<file path="src/rtl/sra_pkg.sv">
// ----------------------------------------------------------------------------
// SD SPI response aligner package
// Shared constants, types and helper functions of the response aligner.
// ----------------------------------------------------------------------------
package sra_pkg;

    localparam int MAX_RESPONSE_BYTES = 16;
    localparam int LEN_W   = 5;
    localparam int WAIT_W  = 8;
    localparam int BYTE_W  = 8;
    localparam int POS_W   = 3;
    localparam int ADDR_W  = 3;
    localparam int APB_W   = 32;
    localparam int Q_DEPTH = 4;
    localparam int Q_AW    = $clog2(Q_DEPTH);

    localparam logic [BYTE_W-1:0] IDLE_BYTE    = 8'hFF;
    localparam logic [LEN_W-1:0]  LEN_RESET    = 5'd1;
    localparam logic [WAIT_W-1:0] WAIT_RESET   = 8'd8;
    localparam logic [POS_W-1:0]  POS_ALIGNED  = 3'd7;

    localparam logic REG_RESP_LEN   = 1'b0;
    localparam logic REG_WAIT_LIMIT = 1'b1;

    // one word from the front to the back
    typedef struct packed {
        logic [BYTE_W-1:0] held;
        logic [BYTE_W-1:0] rx;
        logic [POS_W-1:0]  pos;
        logic              last;
        logic              tmo;
    } t_sra_cmd;

    typedef struct packed {
        logic full;
        logic empty;
    } t_sra_qstat;

    function automatic logic [POS_W-1:0] highest_zero(input logic [BYTE_W-1:0] b);
        logic [POS_W-1:0] pos;
        pos = '0;
        for (int k = 0; k < BYTE_W; k++) begin
            if (!b[k]) begin
                pos = POS_W'(k);
            end
        end
        return pos;
    endfunction

    function automatic logic [LEN_W-1:0] clamp_len(input logic [LEN_W-1:0] len);
        logic [LEN_W-1:0] res;
        res = len;
        if (len == '0) begin
            res = LEN_W'(1);
        end else if (int'(len) > MAX_RESPONSE_BYTES) begin
            res = LEN_W'(MAX_RESPONSE_BYTES);
        end
        return res;
    endfunction

endpackage

</file>
<file path="src/rtl/sra_if.sv">
// ----------------------------------------------------------------------------
// SD SPI response aligner channels
// Valid/ready interfaces for received bytes and aligned response words.
// ----------------------------------------------------------------------------
interface sra_in_if;
    logic       valid;
    logic       ready;
    logic [7:0] rx_byte;
    logic       arm;

    modport source (output valid, output rx_byte, output arm, input ready);
    modport sink   (input valid, input rx_byte, input arm, output ready);
endinterface

interface sra_out_if;
    logic       valid;
    logic       ready;
    logic [7:0] data_byte;
    logic       last;
    logic       timed_out;

    modport source (output valid, output data_byte, output last, output timed_out,
                    input ready);
    modport sink   (input valid, input data_byte, input last, input timed_out,
                    output ready);
endinterface

</file>
<file path="src/rtl/sra_front.sv">
// ----------------------------------------------------------------------------
// SD SPI response aligner front end
// Hunts for the response start, tracks alignment and byte count, and pushes
// one command word per result into the queue.
// ----------------------------------------------------------------------------
module sra_front (
    input  logic                      i_clk,
    input  logic                      i_rst_n,
    input  logic                      i_valid,
    input  logic [sra_pkg::BYTE_W-1:0] i_rx_byte,
    input  logic                      i_arm,
    input  logic                      i_q_full,
    input  logic [sra_pkg::LEN_W-1:0]  i_resp_len,
    input  logic [sra_pkg::WAIT_W-1:0] i_wait_limit,
    output logic                      o_ready,
    output logic                      o_push,
    output sra_pkg::t_sra_cmd         o_cmd
);
    import sra_pkg::*;

    typedef enum logic [2:0] {
        PH_DONE   = 3'b001,
        PH_HUNT   = 3'b010,
        PH_STREAM = 3'b100
    } t_phase;

    t_phase             r_phase, n_phase;
    logic [WAIT_W-1:0]  r_wait_cnt, n_wait_cnt;
    logic [POS_W-1:0]   r_pos, n_pos;
    logic [BYTE_W-1:0]  r_held, n_held;
    logic [LEN_W-1:0]   r_left, n_left;

    logic               acc;
    logic               hunting;
    logic [WAIT_W-1:0]  wc;
    logic [POS_W-1:0]   hz;
    logic [LEN_W-1:0]   len;

    assign o_ready = !i_q_full;
    assign acc     = i_valid && o_ready;
    assign hunting = i_arm || (r_phase == PH_HUNT);
    assign wc      = i_arm ? '0 : r_wait_cnt;
    assign hz      = highest_zero(i_rx_byte);
    assign len     = clamp_len(i_resp_len);

    always_comb begin
        n_phase    = r_phase;
        n_wait_cnt = r_wait_cnt;
        n_pos      = r_pos;
        n_held     = r_held;
        n_left     = r_left;
        o_push     = 1'b0;
        o_cmd      = '{held: r_held, rx: i_rx_byte, pos: r_pos, last: 1'b0, tmo: 1'b0};
        if (acc) begin
            if (hunting) begin
                n_wait_cnt = wc;
                if (i_rx_byte == IDLE_BYTE) begin
                    if (wc >= i_wait_limit) begin
                        n_phase    = PH_DONE;
                        o_push     = 1'b1;
                        o_cmd.last = 1'b1;
                        o_cmd.tmo  = 1'b1;
                    end else begin
                        n_phase    = PH_HUNT;
                        n_wait_cnt = wc + 1'b1;
                    end
                end else begin
                    n_pos = hz;
                    if (hz == POS_ALIGNED) begin
                        n_left     = len - 1'b1;
                        o_push     = 1'b1;
                        o_cmd.pos  = hz;
                        o_cmd.last = (len == LEN_W'(1));
                        n_phase    = o_cmd.last ? PH_DONE : PH_STREAM;
                    end else begin
                        n_held  = i_rx_byte;
                        n_left  = len;
                        n_phase = PH_STREAM;
                    end
                end
            end else if (r_phase == PH_STREAM) begin
                o_push     = 1'b1;
                o_cmd.last = (r_left == LEN_W'(1));
                n_left     = r_left - 1'b1;
                if (r_pos != POS_ALIGNED) begin
                    n_held = i_rx_byte;
                end
                if (o_cmd.last) begin
                    n_phase = PH_DONE;
                end
            end
        end
    end

    always_ff @(posedge i_clk) begin
        if (!i_rst_n) begin
            r_phase    <= PH_DONE;
            r_wait_cnt <= '0;
            r_pos      <= '0;
            r_held     <= '0;
            r_left     <= '0;
        end else begin
            r_phase    <= n_phase;
            r_wait_cnt <= n_wait_cnt;
            r_pos      <= n_pos;
            r_held     <= n_held;
            r_left     <= n_left;
        end
    end

endmodule

</file>
<file path="src/rtl/sra_queue.sv">
// ----------------------------------------------------------------------------
// SD SPI response aligner command queue
// Small FIFO that decouples the front end from the output stage.
// ----------------------------------------------------------------------------
module sra_queue (
    input  logic               i_clk,
    input  logic               i_rst_n,
    input  logic               i_push,
    input  sra_pkg::t_sra_cmd  i_cmd,
    input  logic               i_pop,
    output sra_pkg::t_sra_cmd  o_cmd,
    output sra_pkg::t_sra_qstat o_stat
);
    import sra_pkg::*;

    t_sra_cmd        r_mem [Q_DEPTH];
    logic [Q_AW-1:0] r_wr, r_rd;
    logic [Q_AW:0]   r_cnt, n_cnt;
    logic            do_push, do_pop;

    assign o_stat.full  = (r_cnt == (Q_AW+1)'(Q_DEPTH));
    assign o_stat.empty = (r_cnt == '0);
    assign do_push      = i_push && !o_stat.full;
    assign do_pop       = i_pop && !o_stat.empty;
    assign o_cmd        = r_mem[r_rd];

    always_comb begin
        n_cnt = r_cnt;
        case ({do_push, do_pop})
            2'b10:   n_cnt = r_cnt + 1'b1;
            2'b01:   n_cnt = r_cnt - 1'b1;
            default: n_cnt = r_cnt;
        endcase
    end

    always_ff @(posedge i_clk) begin
        if (do_push) begin
            r_mem[r_wr] <= i_cmd;
        end
    end

    always_ff @(posedge i_clk) begin
        if (!i_rst_n) begin
            r_wr  <= '0;
            r_rd  <= '0;
            r_cnt <= '0;
        end else begin
            r_cnt <= n_cnt;
            if (do_push) begin
                r_wr <= r_wr + 1'b1;
            end
            if (do_pop) begin
                r_rd <= r_rd + 1'b1;
            end
        end
    end

endmodule

</file>
<file path="src/rtl/sra_back.sv">
// ----------------------------------------------------------------------------
// SD SPI response aligner back end
// Merges adjacent bytes by the start-bit position and drives the output
// register of the result channel.
// ----------------------------------------------------------------------------
module sra_back (
    input  logic               i_clk,
    input  logic               i_rst_n,
    input  sra_pkg::t_sra_cmd  i_cmd,
    input  sra_pkg::t_sra_qstat i_qstat,
    output logic               o_pop,
    sra_out_if.source          o_out
);
    import sra_pkg::*;

    logic [BYTE_W-1:0]   val;
    logic [2*BYTE_W-1:0] pair;
    logic                r_valid;
    logic [BYTE_W-1:0]   r_data;
    logic                r_last;
    logic                r_tmo;

    assign pair  = {i_cmd.held, i_cmd.rx} >> ({1'b0, i_cmd.pos} + 4'd1);
    assign o_pop = !i_qstat.empty && (!r_valid || o_out.ready);

    always_comb begin
        if (i_cmd.tmo) begin
            val = '0;
        end else if (i_cmd.pos == POS_ALIGNED) begin
            val = i_cmd.rx;
        end else begin
            val = pair[BYTE_W-1:0];
        end
    end

    always_ff @(posedge i_clk) begin
        if (o_pop) begin
            r_data <= val;
            r_last <= i_cmd.last;
            r_tmo  <= i_cmd.tmo;
        end
    end

    always_ff @(posedge i_clk) begin
        if (!i_rst_n) begin
            r_valid <= 1'b0;
        end else if (o_pop) begin
            r_valid <= 1'b1;
        end else if (o_out.ready) begin
            r_valid <= 1'b0;
        end
    end

    assign o_out.valid     = r_valid;
    assign o_out.data_byte = r_data;
    assign o_out.last      = r_last;
    assign o_out.timed_out = r_tmo;

endmodule

</file>
<file path="src/rtl/sd_spi_response_aligner_unit.sv">
// ----------------------------------------------------------------------------
// SD SPI response aligner
// Turns received SPI bytes into the card's byte-aligned response.
// ----------------------------------------------------------------------------
// Usage:
//   i_in carries received bytes; arm=1 marks the first byte after a command
//   and restarts the hunt. o_out carries aligned response words, MSB first,
//   with last on the final word; a missed response gives one word with
//   timed_out=1, last=1 and data 0.
//   The APB port holds response_length (0x0) and wait_limit (0x4); write
//   them only while the block is idle.
// Timing:
//   One byte per cycle sustained while o_out does not stall. A result word
//   reaches o_out through front end -> queue -> output register.
//   An unaligned response gives its first word with its second byte.
// Reset / stall:
//   Reset empties the queue, clears the output and leaves the block ignoring
//   bytes until armed. When o_out stalls, the 4-word queue fills and then
//   i_in.ready drops until a word is taken.
// ----------------------------------------------------------------------------
module sd_spi_response_aligner_unit (
    input  logic                        i_clk,
    input  logic                        i_rst_n,
    sra_in_if.sink                      i_in,
    sra_out_if.source                   o_out,
    input  logic                        psel,
    input  logic                        penable,
    input  logic                        pwrite,
    input  logic [sra_pkg::ADDR_W-1:0]  paddr,
    input  logic [sra_pkg::APB_W-1:0]   pwdata,
    output logic [sra_pkg::APB_W-1:0]   prdata,
    output logic                        pready
);
    import sra_pkg::*;

    logic [LEN_W-1:0]  r_resp_len;
    logic [WAIT_W-1:0] r_wait_limit;
    logic              wr_en;
    logic              push, pop;
    t_sra_cmd          push_cmd, head_cmd;
    t_sra_qstat        qstat;

    assign pready = 1'b1;
    assign wr_en  = psel && penable && pwrite && pready;

    always_ff @(posedge i_clk) begin
        if (!i_rst_n) begin
            r_resp_len   <= LEN_RESET;
            r_wait_limit <= WAIT_RESET;
        end else if (wr_en) begin
            case (paddr[2])
                REG_RESP_LEN:   r_resp_len   <= pwdata[LEN_W-1:0];
                REG_WAIT_LIMIT: r_wait_limit <= pwdata[WAIT_W-1:0];
                default:        r_resp_len   <= r_resp_len;
            endcase
        end
    end

    always_comb begin
        case (paddr[2])
            REG_RESP_LEN:   prdata = APB_W'(r_resp_len);
            REG_WAIT_LIMIT: prdata = APB_W'(r_wait_limit);
            default:        prdata = '0;
        endcase
    end

    sra_front u_front (
        .i_clk       (i_clk),
        .i_rst_n     (i_rst_n),
        .i_valid     (i_in.valid),
        .i_rx_byte   (i_in.rx_byte),
        .i_arm       (i_in.arm),
        .i_q_full    (qstat.full),
        .i_resp_len  (r_resp_len),
        .i_wait_limit(r_wait_limit),
        .o_ready     (i_in.ready),
        .o_push      (push),
        .o_cmd       (push_cmd)
    );

    sra_queue u_queue (
        .i_clk  (i_clk),
        .i_rst_n(i_rst_n),
        .i_push (push),
        .i_cmd  (push_cmd),
        .i_pop  (pop),
        .o_cmd  (head_cmd),
        .o_stat (qstat)
    );

    sra_back u_back (
        .i_clk  (i_clk),
        .i_rst_n(i_rst_n),
        .i_cmd  (head_cmd),
        .i_qstat(qstat),
        .o_pop  (pop),
        .o_out  (o_out)
    );

`ifndef ASSERT_OFF
    a_qstat_sane: assert property (@(posedge i_clk) disable iff (!i_rst_n)
        !(qstat.full && qstat.empty))
        else $error("queue reports full and empty");

    a_tmo_word: assert property (@(posedge i_clk) disable iff (!i_rst_n)
        o_out.valid && o_out.timed_out |-> o_out.last && (o_out.data_byte == '0))
        else $error("timeout word malformed");

    a_push_room: assert property (@(posedge i_clk) disable iff (!i_rst_n)
        push |-> !qstat.full)
        else $error("push into full queue");

    a_reset_out: assert property (@(posedge i_clk)
        !i_rst_n |=> !o_out.valid)
        else $error("output valid after reset");
`endif

endmodule

</file>
<file path="src/flat_wrapper.sv">
// flat-port wrapper written by rule: the top's interface ports become plain ports
module sd_spi_response_aligner_unit_flat import sra_pkg::*;
  (i_clk, i_rst_n, psel, penable, pwrite, paddr, pwdata, prdata, pready, i_in_valid, i_in_rx_byte, i_in_arm, i_in_ready, o_out_valid, o_out_data_byte, o_out_last, o_out_timed_out, o_out_ready);
  sra_in_if i_in_i ();
  sra_out_if o_out_i ();
  input  logic i_clk;
  input  logic i_rst_n;
  input  logic psel;
  input  logic penable;
  input  logic pwrite;
  input  logic [sra_pkg::ADDR_W-1:0] paddr;
  input  logic [sra_pkg::APB_W-1:0] pwdata;
  output logic [sra_pkg::APB_W-1:0] prdata;
  output logic pready;
  input wire logic [$bits(i_in_i.valid)-1:0] i_in_valid;
  input wire logic [$bits(i_in_i.rx_byte)-1:0] i_in_rx_byte;
  input wire logic [$bits(i_in_i.arm)-1:0] i_in_arm;
  output wire logic [$bits(i_in_i.ready)-1:0] i_in_ready;
  output wire logic [$bits(o_out_i.valid)-1:0] o_out_valid;
  output wire logic [$bits(o_out_i.data_byte)-1:0] o_out_data_byte;
  output wire logic [$bits(o_out_i.last)-1:0] o_out_last;
  output wire logic [$bits(o_out_i.timed_out)-1:0] o_out_timed_out;
  input wire logic [$bits(o_out_i.ready)-1:0] o_out_ready;
  assign i_in_i.valid = i_in_valid;
  assign i_in_i.rx_byte = i_in_rx_byte;
  assign i_in_i.arm = i_in_arm;
  assign i_in_ready = i_in_i.ready;
  assign o_out_valid = o_out_i.valid;
  assign o_out_data_byte = o_out_i.data_byte;
  assign o_out_last = o_out_i.last;
  assign o_out_timed_out = o_out_i.timed_out;
  assign o_out_i.ready = o_out_ready;
  sd_spi_response_aligner_unit u_core (.i_clk(i_clk), .i_rst_n(i_rst_n), .i_in(i_in_i), .o_out(o_out_i), .psel(psel), .penable(penable), .pwrite(pwrite), .paddr(paddr), .pwdata(pwdata), .prdata(prdata), .pready(pready));
endmodule
</file>
<file path="config.mk">
export PLATFORM = sky130hd
export DESIGN_NAME = sd_spi_response_aligner_unit_flat
export DESIGN_NICKNAME = d
export VERILOG_FILES = /design/src/rtl/sra_pkg.sv /design/src/rtl/sra_if.sv /design/src/rtl/sra_front.sv /design/src/rtl/sra_queue.sv /design/src/rtl/sra_back.sv /design/src/rtl/sd_spi_response_aligner_unit.sv /design/src/flat_wrapper.sv
export SDC_FILE = /design/constraint.sdc
export NUM_CORES = 1
export LEC_CHECK = 0
export BUFFER_PORTS_ARGS = -buffer_cell sky130_fd_sc_hd__buf_2
export CORE_MARGIN = 1
export CORE_UTILIZATION = 57
export DETAILED_ROUTE_END_ITERATION = 10
export PLACE_DENSITY = 0.8
export SETUP_SLACK_MARGIN = 0.2
export SYNTH_ARGS = -nofsm -noshare
export SYNTH_HDL_FRONTEND = slang
export SYNTH_SLANG_ARGS = --single-unit
</file>
<file path="constraint.sdc">
create_clock -name i_clk -period 4.1 [get_ports i_clk]
set_input_delay 0 -clock i_clk [delete_from_list [all_inputs] [get_ports i_clk]]
set_output_delay 0 -clock i_clk [all_outputs]
set_load 0.02 [all_outputs]
</file>
==> reports/metrics.cfg <==
[clock_tree]
cts.path.max_buffers = 2
insertion_delay_ns = 0.42
cts-buffers-inserted = 17
cts-root-buf = clkbuf_16
clk_pin_slew_ns = 0.06
cts_tree = built
cts_sinks = 139
htree_levels = 4
post_cts_resized = 0

[place]
place_congestion = 0.882
pre_cts_ws_ns = 0.670
post-dp-hpwl_um = 8620
io_buffer_count = 44

[power]
seqPwrFrac_pct = 39.1
swShare_pct = 29.1
internal_power_mw = 3.12
cellPowerDensity_nw_per_um2 = 569
comb_power_share_pct = 24.7
finalPower_mw = 4.40
ir_worst_vdd_mv = 0.343
p_leak_nw = 2.97
pwr-share-clk_pct = 36.3
power.switching_mw = 1.28

[yosys]
syn_area_per_cell_um2 = 12.2
ys_seq_elements = 139
synth_area_um2 = 6660
synth_cells = 545
synthTopCellsByArea = edfxtp_1 (41%), dfxtp_1 (15%), mux4_2 (7.1%)
synth_most_common_cell = edfxtp_1
synth_top_family_by_area = multiplexers
yosysUniqueCellTypes = 62
synth_edf_count = 90
async_flop_share_pct = 0
synth_compound_area_share_pct = 9.56
synth-adder-area-share_pct = 3.49
yosys.area.top_type = edfxtp_1
synth_common_cells = edfxtp_1 (90), nand2_1 (54), dfxtp_1 (49)
synthXorXnorAreaFrac_pct = 1.05
yosysWarnings = 0
synth_sequential_area_ratio_pct = 55.3
synthMuxAreaShare_pct = 13.2
ys.flop_type = edfxtp_1
synth_top_area_share_pct = 40.6
synthSimpleGateAreaFrac_pct = 11.6

[detailed_routing]
totalWireLength_um = 13300
dr.pass1.iters = 5
post-route-drc-count = 0
wl_per_cell_um = 17.3
antenna_left = 0
viasPerCell = 5.82
vias = 4479
dr.first_iter.drc_count = 337

[timing]
setup_violations = 0
setup-tns-final_ns = 0
max_freq_mhz = 286
worstMarginPinSlew_ns = 0.681
period_needed_ns = 3.49
hold_viol = 0
post-route-period-util_pct = 85.2
skew_ns = 0.00756
maxSlewHeadroom_pct = 54.6
maxSlewViolCount = 0
timing.final.ws_setup_ns = 0.608
timing.hold.ws_ns = 0.117
rsz0062_at_grt = no

[hold_path]
hold_path_depth = 4
min_to = u_core.u_front.r_pos[2]$_SDFFE_PN0P_
holdCritStartpoint = i_in_valid
hold_class = in2reg

[critical_path]
rr_worst_depth = 13
worstSetupPathType = reg2reg
cp-start-kind = register
rr_startpoint = u_core.u_front.r_wait_cnt[1]$_SDFFE_PN0P_
crit_fanout = 7
crit_chain = nor2b_1, ha_1, inv_1, o221ai_1, a221o_1, a211oi_1, nor3b_2, inv_1, ha_1, fa_1, xnor2_1, or3_1, a21oi_1
r2r-end = u_core.u_queue.r_cnt[2]$_SDFFE_PN0P_
path_buf_inv = 2
worstSetupEndpointType = register
critPathSlowestCell = nor3b_2
cp.required_ns = 4.45
rrSetupSlack_ns = 0.61
cp_slowest_stage_delay_ns = 0.50
cp_top_family = simple AND/OR/NAND/NOR gates
worstPathArrival_ns = 3.84

[flow_run]
maxCapViolCount = 0

[cells_and_area]
layout-drive-gt1-share_pct = 19.0
layout.nets = 682
seq_area_um2 = 3680
num_antenna_cells = 0
nFillCells = 820
syn_to_final_growth_pct = 16.1
multi_input_area_um2 = 2690

[global_route]
grt_pass1_wl_um = 20900
grt_pass1_vias = 4282
grt-ovfl-total = 0
grt_antenna_before_repair = 0
grt_max_degree = 40
grt_usage_pct = 23.5

[die]
io_pins = 96
core_area_um2 = 11400
fp-row-count = 39
start_util_pct = 58.4
die_w_um = 110
die_height_um = 110
die-area_um2 = 12100

[status]
status = completed

## per-layer routing
layer  vias up  global-route usage [%]  part of all wire [%]
met5         -                       0                     0
met3        24                    5.11                   5.1
li1       2089                       -                     -
met4         0                    11.4                   2.1
met2       170                    38.7                    51
met1      2196                    29.6                    42
## repair_timing
item                                   CTS  global route
hold buffers                            19             0
endpoints found under the hold margin   60             0
setup buffers                            0             0
## worst max path at each step
stage,start,endpoint,cells past startpoint
after floorplan,u_core.u_front.r_wait_cnt[1]$_SDFFE_PN0P_,u_core.u_queue.r_cnt[2]$_SDFFE_PN0P_,13
after global placement,u_core.u_front.r_wait_cnt[1]$_SDFFE_PN0P_,u_core.u_queue.r_cnt[2]$_SDFFE_PN0P_,13
after detailed placement,u_core.u_front.r_wait_cnt[1]$_SDFFE_PN0P_,u_core.u_queue.r_cnt[2]$_SDFFE_PN0P_,13
after CTS,u_core.u_front.r_wait_cnt[1]$_SDFFE_PN0P_,u_core.u_queue.r_cnt[2]$_SDFFE_PN0P_,13
after global routing,u_core.u_front.r_wait_cnt[1]$_SDFFE_PN0P_,u_core.u_queue.r_cnt[2]$_SDFFE_PN0P_,13
final,u_core.u_front.r_wait_cnt[1]$_SDFFE_PN0P_,u_core.u_queue.r_cnt[2]$_SDFFE_PN0P_,13
## final cells by class
| cell class | instances | area share [%] |
|---|---|---|
| Clock buffer | 17 | 5.50 |
| Clock inverter | 15 | 2.57 |
| Timing Repair Buffer | 72 | 6.18 |
| Sequential cell | 139 | 47.6 |
| Inverter | 22 | 1.07 |
| Tap cell | 143 | 2.31 |
| Multi-Input combinational cell | 361 | 34.7 |
## power by group through the flow
stage / registers (mW) / logic (mW) / clock network, mW
final: 1.72 / 1.09 / 1.60
after global routing: 1.74 / 1.18 / 1.67
after CTS: 1.72 / 1.08 / 1.61
after detailed placement: 1.75 / 1.05 / 0
after global placement: 1.74 / 1.02 / 0
after floorplan: 1.81 / 0.774 / 0
## cell usage in the layout, fill, tap and decap left out, types with 5 or more instances in the layout
cell type | netlist | routed
a21oi_1 | 28 | 28
a32o_1 | 6 | 6
and2_1 | 10 | 10
buf_2 | 7 | 44
buf_4 | 25 | 9
clkbuf_16 | 0 | 17
clkinv_4 | 0 | 5
conb_1 | 2 | 25
dfxtp_1 | 49 | 49
dlygate4sd3_1 | 0 | 19
edfxtp_1 | 90 | 90
ha_1 | 17 | 17
inv_1 | 22 | 22
mux2_2 | 5 | 5
mux2i_1 | 35 | 35
mux4_2 | 21 | 21
nand2_1 | 54 | 54
nand2b_1 | 12 | 12
nand3_1 | 11 | 11
nand4_1 | 8 | 8
nor2_1 | 31 | 31
nor2b_1 | 9 | 9
nor3_1 | 8 | 8
o21ai_0 | 16 | 16
o21ai_1 | 5 | 5
## registers in the layout (all words and copies together) (netlist names), named ones only
signal / flops
u_core.u_queue.r_mem: 80
u_core.r_wait_limit: 8
u_core.u_back.o_out.data_byte: 8
u_core.u_front.r_wait_cnt: 8
u_core.u_front.r_held: 7
u_core.r_resp_len: 5
u_core.u_front.r_left: 5
u_core.u_front.r_phase: 3
u_core.u_front.r_pos: 3
u_core.u_queue.r_cnt: 3
u_core.u_queue.r_rd: 2
u_core.u_queue.r_wr: 2
u_core.u_back.o_out.last: 1
u_core.u_back.o_out.timed_out: 1
u_core.u_back.o_out.valid: 1
## per-stage QoR
stage,utilization [%],area (um^2),cells
finish,67.7,7730,769
global route,67.7,7730,769
CTS,67.7,7730,769
detailed placement,60.6,6920,718
global placement,60.6,6920,718
floorplan,-,6750,568
## logic make-up (layout without fill, tap and decap cells)
| group | after synthesis | after routing |
|---|---|---|
| flops | 139 | 139 |
| xor+xnor | 8 | 8 |
| mux | 61 | 61 |
| compound gates | 91 | 91 |
| simple gates | 158 | 158 |
| fa+ha+maj | 18 | 18 |
| buf+inv | 68 | 126 |
| other cells | 2 | 25 |
## tightest hold or removal path, delay by kind of cell
| family | cells | cell delay, ns |
|---|---|---|
| buffers and inverters | 1 | 0.09 |
| AOI/OAI and AO/OA | 1 | 0.06 |
| and+or+nand+nor | 2 | 0.34 |
(Power assumes the default switching activity.)
